$ cat src/hdl/ffr_pkg.sv
// ----------------------------------------------------------------------------
// ffr_pkg
// Shared types and constants for the fixed frame receiver.
// ----------------------------------------------------------------------------
package ffr_pkg;

    // Number of data bytes carried by one frame (1 to 8).
    localparam int DATA_BYTES = 8;

    // Widths of the data byte index, the byte counter, the packed payload and the configuration index.
    localparam int IDX_W      = 3;
    localparam int CNT_W      = 4;
    localparam int PAYLOAD_W  = 64;
    localparam int CFG_IDX_W  = 3;

    // Configuration register indexes.
    localparam logic [CFG_IDX_W-1:0] CFG_HEADER_FIRST      = 3'd0;
    localparam logic [CFG_IDX_W-1:0] CFG_HEADER_SECOND     = 3'd1;
    localparam logic [CFG_IDX_W-1:0] CFG_HEADER_SECOND_ALT = 3'd2;
    localparam logic [CFG_IDX_W-1:0] CFG_CHANNEL_ID        = 3'd3;
    localparam logic [CFG_IDX_W-1:0] CFG_TAIL_FIRST        = 3'd4;
    localparam logic [CFG_IDX_W-1:0] CFG_TAIL_SECOND       = 3'd5;

    // Reset values of the configuration registers.
    localparam logic [7:0] RST_HEADER_FIRST      = 8'd170;
    localparam logic [7:0] RST_HEADER_SECOND     = 8'd187;
    localparam logic [7:0] RST_HEADER_SECOND_ALT = 8'd187;
    localparam logic [7:0] RST_CHANNEL_ID        = 8'd10;
    localparam logic [7:0] RST_TAIL_FIRST        = 8'd238;
    localparam logic [7:0] RST_TAIL_SECOND       = 8'd255;

    // Parser phases, one-hot.
    typedef enum logic [9:0] {
        PH_H1   = 10'b00_0000_0001,
        PH_H2   = 10'b00_0000_0010,
        PH_CID  = 10'b00_0000_0100,
        PH_FC   = 10'b00_0000_1000,
        PH_SFC  = 10'b00_0001_0000,
        PH_DATA = 10'b00_0010_0000,
        PH_CSH  = 10'b00_0100_0000,
        PH_CSL  = 10'b00_1000_0000,
        PH_T1   = 10'b01_0000_0000,
        PH_T2   = 10'b10_0000_0000
    } t_phase;

endpackage

$ cat src/hdl/fixed_frame_receiver.sv
// ----------------------------------------------------------------------------
// fixed_frame_receiver
// Recognizes 17-byte serial frames and emits the codes and packed data.
// ----------------------------------------------------------------------------
// Usage:
// One received byte enters on i_rx_byte per input beat (i_in_valid high and
// o_in_stall low at a rising edge). The byte is registered, then the parser
// checks it against the header, channel ID, checksum and tail settings in the
// next cycle. A frame with a good checksum and good tail bytes produces one
// output beat on o_out_valid with the function code, subfunction code and the
// eight data bytes (first byte in bits 63 to 56).
// The second tail byte passes through the input register and the parser into
// the output register. Throughput: one byte per cycle while the output is free.
// When the output is stalled, the result is held in the output register; bytes
// that produce no result keep flowing, and only a byte that would complete a
// second frame waits. The configuration channel (i_cfg_valid, o_cfg_ready,
// i_cfg_index, i_cfg_data) writes one register per beat; indexes above five
// are ignored. Synchronous reset restores the register defaults and sends
// the parser back to waiting for the first header byte.
// ----------------------------------------------------------------------------
module fixed_frame_receiver (
    input  logic                           i_clk,
    input  logic                           i_rst_n,
    // Byte input
    input  logic                           i_in_valid,
    output logic                           o_in_stall,
    input  logic [7:0]                     i_rx_byte,
    // Frame output
    output logic                           o_out_valid,
    input  logic                           i_out_stall,
    output logic [7:0]                     o_function_code,
    output logic [7:0]                     o_subfunction_code,
    output logic [ffr_pkg::PAYLOAD_W-1:0]  o_payload,
    // Configuration writes
    input  logic                           i_cfg_valid,
    output logic                           o_cfg_ready,
    input  logic [ffr_pkg::CFG_IDX_W-1:0]  i_cfg_index,
    input  logic [7:0]                     i_cfg_data
);
    import ffr_pkg::*;

    // Configuration registers
    logic [7:0] r_header_first;
    logic [7:0] r_header_second;
    logic [7:0] r_header_second_alt;
    logic [7:0] r_channel_id;
    logic [7:0] r_tail_first;
    logic [7:0] r_tail_second;

    // Input register
    logic       r_in_valid;
    logic [7:0] r_in_byte;

    // Parser state
    t_phase     r_phase, n_phase;
    logic [15:0] r_sum, n_sum;
    logic [7:0] r_sum_high;
    logic [CNT_W-1:0] r_count, n_count;
    logic [7:0] r_func;
    logic [7:0] r_subfunc;
    logic [7:0] r_data [DATA_BYTES];

    // Output register
    logic       r_out_valid;
    logic [7:0] r_out_func;
    logic [7:0] r_out_subfunc;
    logic [PAYLOAD_W-1:0] r_out_payload;

    logic       emit;
    logic       adv;
    logic       out_free;
    logic [PAYLOAD_W-1:0] packed_data;

    // The configuration port is open whenever the block is out of reset.
    assign o_cfg_ready = i_rst_n;

    always_ff @(posedge i_clk) begin
        if (!i_rst_n) begin
            r_header_first      <= RST_HEADER_FIRST;
            r_header_second     <= RST_HEADER_SECOND;
            r_header_second_alt <= RST_HEADER_SECOND_ALT;
            r_channel_id        <= RST_CHANNEL_ID;
            r_tail_first        <= RST_TAIL_FIRST;
            r_tail_second       <= RST_TAIL_SECOND;
        end else if (i_cfg_valid) begin
            case (i_cfg_index)
                CFG_HEADER_FIRST:      r_header_first      <= i_cfg_data;
                CFG_HEADER_SECOND:     r_header_second     <= i_cfg_data;
                CFG_HEADER_SECOND_ALT: r_header_second_alt <= i_cfg_data;
                CFG_CHANNEL_ID:        r_channel_id        <= i_cfg_data;
                CFG_TAIL_FIRST:        r_tail_first        <= i_cfg_data;
                CFG_TAIL_SECOND:       r_tail_second       <= i_cfg_data;
                default: begin
                end
            endcase
        end
    end

    // A byte that completes a frame needs a free output register.
    assign emit     = (r_phase == PH_T2) && (r_in_byte == r_tail_second);
    assign out_free = !r_out_valid || !i_out_stall;
    assign adv      = r_in_valid && (out_free || !emit);
    assign o_in_stall = !i_rst_n || (r_in_valid && !adv);

    // Input register loads whenever the parser takes the held byte or it is empty.
    always_ff @(posedge i_clk) begin
        if (!i_rst_n) begin
            r_in_valid <= 1'b0;
        end else if (!o_in_stall) begin
            r_in_valid <= i_in_valid;
        end
    end

    always_ff @(posedge i_clk) begin
        if (!o_in_stall && i_in_valid) begin
            r_in_byte <= i_rx_byte;
        end
    end

    // Next-state logic of the frame parser.
    always_comb begin
        n_phase = r_phase;
        n_sum   = r_sum;
        n_count = r_count;
        case (r_phase)
            PH_H2: begin
                n_phase = (r_in_byte == r_header_second || r_in_byte == r_header_second_alt)
                          ? PH_CID : PH_H1;
            end
            PH_CID: begin
                if (r_in_byte == r_channel_id) begin
                    n_sum   = {8'd0, r_in_byte};
                    n_phase = PH_FC;
                end else begin
                    n_phase = PH_H1;
                end
            end
            PH_FC: begin
                n_sum   = r_sum + {8'd0, r_in_byte};
                n_phase = PH_SFC;
            end
            PH_SFC: begin
                n_sum   = r_sum + {8'd0, r_in_byte};
                n_count = '0;
                n_phase = PH_DATA;
            end
            PH_DATA: begin
                n_sum   = r_sum + {8'd0, r_in_byte};
                n_count = r_count + CNT_W'(1);
                if (n_count >= CNT_W'(DATA_BYTES)) begin
                    n_phase = PH_CSH;
                end
            end
            PH_CSH: begin
                n_phase = PH_CSL;
            end
            PH_CSL: begin
                n_phase = ({r_sum_high, r_in_byte} == r_sum) ? PH_T1 : PH_H1;
            end
            PH_T1: begin
                n_phase = (r_in_byte == r_tail_first) ? PH_T2 : PH_H1;
            end
            PH_T2: begin
                n_phase = PH_H1;
            end
            default: begin
                n_phase = (r_in_byte == r_header_first) ? PH_H2 : PH_H1;
            end
        endcase
    end

    // Parser control state.
    always_ff @(posedge i_clk) begin
        if (!i_rst_n) begin
            r_phase <= PH_H1;
            r_sum   <= '0;
            r_count <= '0;
            r_sum_high <= '0;
        end else if (adv) begin
            r_phase <= n_phase;
            r_sum   <= n_sum;
            r_count <= n_count;
            if (r_phase == PH_CSH) begin
                r_sum_high <= r_in_byte;
            end
        end
    end

    // Held frame fields.
    always_ff @(posedge i_clk) begin
        if (adv) begin
            if (r_phase == PH_FC) begin
                r_func <= r_in_byte;
            end
            if (r_phase == PH_SFC) begin
                r_subfunc <= r_in_byte;
            end
            if (r_phase == PH_DATA) begin
                r_data[r_count[IDX_W-1:0]] <= r_in_byte;
            end
        end
    end

    // Pack the data bytes, first byte at the top; unused lanes are zero.
    always_comb begin
        packed_data = '0;
        for (int i = 0; i < DATA_BYTES; i++) begin
            packed_data[PAYLOAD_W-1-8*i -: 8] = r_data[i];
        end
    end

    // Output register.
    always_ff @(posedge i_clk) begin
        if (!i_rst_n) begin
            r_out_valid <= 1'b0;
        end else if (adv && emit) begin
            r_out_valid <= 1'b1;
        end else if (!i_out_stall) begin
            r_out_valid <= 1'b0;
        end
    end

    always_ff @(posedge i_clk) begin
        if (adv && emit) begin
            r_out_func    <= r_func;
            r_out_subfunc <= r_subfunc;
            r_out_payload <= packed_data;
        end
    end

    assign o_out_valid        = r_out_valid;
    assign o_function_code    = r_out_func;
    assign o_subfunction_code = r_out_subfunc;
    assign o_payload          = r_out_payload;

endmodule

$ cat config.mk
export PLATFORM = sky130hd
export DESIGN_NAME = fixed_frame_receiver
export DESIGN_NICKNAME = d
export VERILOG_FILES = /design/src/hdl/ffr_pkg.sv /design/src/hdl/fixed_frame_receiver.sv
export SDC_FILE = /design/constraint.sdc
export NUM_CORES = 1
export LEC_CHECK = 0
export BUFFER_PORTS_ARGS = -buffer_cell sky130_fd_sc_hd__buf_2
export CORE_MARGIN = 8
export CORE_UTILIZATION = 55
export CTS_CLUSTER_DIAMETER = 120
export DETAILED_ROUTE_END_ITERATION = 7
export HOLD_SLACK_MARGIN = 0.1
export PLACE_DENSITY = 0.75
export SYNTH_ARGS = -nofsm -noshare
export SYNTH_HDL_FRONTEND = slang
export SYNTH_SLANG_ARGS = --single-unit
$ cat constraint.sdc
create_clock -name i_clk -period 7.34 [get_ports i_clk]
set_clock_uncertainty 0.1 [all_clocks]
set_input_delay 0.734 -clock i_clk [delete_from_list [all_inputs] [get_ports i_clk]]
set_output_delay 0.734 -clock i_clk [all_outputs]
set_load 0.02 [all_outputs]
==> impl_metrics.env <==
export IMPL_outcome="complete, no violations"
export IMPL_htreeDepth=1
export IMPL_nFillCells=1344
export IMPL_area_growth_syn_to_layout_pct=15.2
export IMPL_die_y_um=150
export IMPL_hold_buffers=0
export IMPL_crit_arrival_ns=2.88
export IMPL_path_class="flip-flop to output pin"
export IMPL_ys_types=60
export IMPL_synth_seq_cells=256
export IMPL_num_vias=6196
export IMPL_peakVddDrop_uv=234
export IMPL_crit_path_max_fanout=10
export IMPL_post_route_min_period_ns=3.71
export IMPL_grt_pass1_vias=6095
export IMPL_postCtsSetupBuffers=0
export IMPL_synth_flop_cell="edfxtp_1"
export IMPL_fmax_mhz=269
export IMPL_setup_violations=0
export IMPL_layout_nets=923
export IMPL_antenna_found_initial=0
export IMPL_grt_usage=0.176
export IMPL_max_cap_violations=0
export IMPL_floorplan_initialDensity=0.557
export IMPL_multiInputGateArea_um2=2920
export IMPL_drt_vias_per_instance=5.45
export IMPL_cp_cell_sequence="or4_4 -> nor3_1 -> nand4_1 -> or3_1 -> nand2_1 -> buf_2"
export IMPL_p_per_area_nw_per_um2=250
export IMPL_hold_ws_ns=0.279
export IMPL_final_cell_mix="edfxtp_1 (168), nand2_1 (123), buf_2 (106)"
export IMPL_start_kind="flip-flop"
export IMPL_setup_tns_final_ns=0
export IMPL_avgSynthCellArea_um2=12.7
export IMPL_dpl_cell_area_um2=10700
export IMPL_die_area_um2=22600
export IMPL_grt_max_degree=81
export IMPL_ys_warn_count=0
export IMPL_cts_sinks=256
export IMPL_gp_congestion=0.817
export IMPL_rsz0062_at_grt="no"
export IMPL_drc=0
export IMPL_synth_top_cell_by_area="edfxtp_1"
export IMPL_cts_buffer_depth=3
export IMPL_io_buffers=106
export IMPL_tritoncts="yes"
export IMPL_final_layout_size_suffix_gt1_frac=0.190
export IMPL_async_flop_share=0
export IMPL_syn_area_um2=9940
export IMPL_slew_violations=0
export IMPL_hold_class="input port to flip-flop"
export IMPL_final_common_cell="edfxtp_1"
export IMPL_clk_pin_slew_ns=0.06
export IMPL_critPathRequiredTime_ns=6.51
export IMPL_slew_headroom=0.294
export IMPL_root_buffer="clkbuf_16"
export IMPL_drtIter0Drc=420
export IMPL_cts_resized=0
export IMPL_die_x_um=150
export IMPL_crit_family="simple AND/OR/NAND/NOR gates"
export IMPL_drt_pass1_iterations=5
export IMPL_clk_latency_ns=0.53
export IMPL_grt_ovfl_total=0
export IMPL_drt_wl_total_um=20000
export IMPL_worst_slew_pin_slew_ns=1.05
export IMPL_leakagePower_uw=0.00427
export IMPL_synth_area_top_cells="edfxtp_1 (51%), dfxtp_1 (18%), nand2_1 (4.6%), xor2_1 (4.1%), nand3_1 (2.4%)"
export IMPL_row_count=49
export IMPL_cp_end_kind="output pin"
export IMPL_netlist_area_leader_share=0.508
export IMPL_cpMaxStageDelayCell="or4_4"
export IMPL_max_stage_delay_ns=0.57
export IMPL_core_area_um2=17800
export IMPL_netlist_instances=780
export IMPL_finalCritPeriodShare=0.506
export IMPL_stdcell_area_um2=11500
export IMPL_io_pins=107
export IMPL_grt_pass1_wl_um=31700
export IMPL_regArea_um2=6810
export IMPL_finalHoldViolCount=0
export IMPL_synth_edf_count=168
export IMPL_wl_per_cell_um=17.6
export IMPL_cts_buffers=25
export IMPL_path_buf_inv=1
export IMPL_place_hpwl_um=12900
export IMPL_seq_area_frac_synth=0.685
export IMPL_diodes=0
export IMPL_synth_nets=814
export IMPL_ant_nets=0
path summary, 6_finish.rpt:
kind	from	to	slack [ns]	cells past startpoint
worst max register to register	r_in_byte[4]	r_data[1][3]	4.18	6
worst min register to register	r_data[6][6]	o_payload[14]	0.31	0
worst min-delay path	i_rx_byte[1]	r_in_byte[1]	0.28	1
worst max-delay path	r_phase[4]	o_in_stall	3.63	6
through the flow:
stage | cells | power [uW] | worst slack [ns] | utilization
2_1_floorplan | 780 | 1640 | 1.99 | -
3_3_place_gp | 1091 | 1680 | 4.26 | 0.598
3_5_place_dp | 1091 | 1690 | 4.13 | 0.598
4_1_cts | 1136 | 2890 | 3.57 | 0.642
5_1_grt | 1136 | 2960 | 3.45 | 0.642
6_report | 1136 | 2870 | 3.63 | 0.642
flip-flops by register name (all words and copies together) (netlist names):
signal	cells
o_payload	64
r_data	64
r_sum	16
r_phase	10
o_function_code	8
o_subfunction_code	8
r_channel_id	8
r_func	8
r_header_first	8
r_header_second	8
r_header_second_alt	8
r_in_byte	8
r_subfunc	8
r_sum_high	8
r_tail_first	8
r_tail_second	8
r_count	4
o_out_valid	1
r_in_valid	1
layout make-up:
| cell class | instances | share of cell area |
|---|---|---|
| Tap cell | 229 | 0.0250 |
| Clock inverter | 16 | 0.0128 |
| Clock buffer | 29 | 0.0559 |
| Inverter | 11 | 0.00360 |
| Sequential cell | 256 | 0.594 |
| Multi-Input combinational cell | 478 | 0.255 |
| Timing Repair Buffer | 117 | 0.0535 |
power breakdown:
| group | internal [uW] | total (uW) | leakage [uW] | switching [uW] |
|---|---|---|---|---|
| sequential | 1540 | 1550 | 0.00223 | 10.0 |
| combinational | 34.5 | 107 | 0.00167 | 72.6 |
| clock | 699 | 1210 | 0.000381 | 513 |
Yosys cell counts, drive strengths merged, types with 13 or more instances:
cell / n
mux2i: 17
nand3: 47
a21oi: 35
clkbuf: 18
nand2: 123
nor2: 47
nor4: 14
xnor2: 19
edfxtp: 168
buf: 17
xor2: 47
o21ai: 14
nor3: 13
dfxtp: 88
per-layer routing:
metal	track usage	share of wire
met5	0	0
met4	0.0505	0.021
met3	0.0385	0.074
met2	0.301	0.48
met1	0.219	0.43
cell families (layout without fill, tap and decap cells):
| family | count (synthesis) | in the layout | synth area share |
|---|---|---|---|
| AOI/OAI and AO/OA | 80 | 80 | 0.0536 |
| and+or+nand+nor | 304 | 304 | 0.150 |
| xor gates and xnor gates | 66 | 66 | 0.0582 |
| adders and majority gates | 10 | 10 | 0.0133 |
| buffers and inverters | 46 | 173 | 0.0222 |
| DFF | 256 | 256 | 0.685 |
| muxes | 18 | 18 | 0.0183 |
No activity file was read; power rests on OpenSTA's default activity.
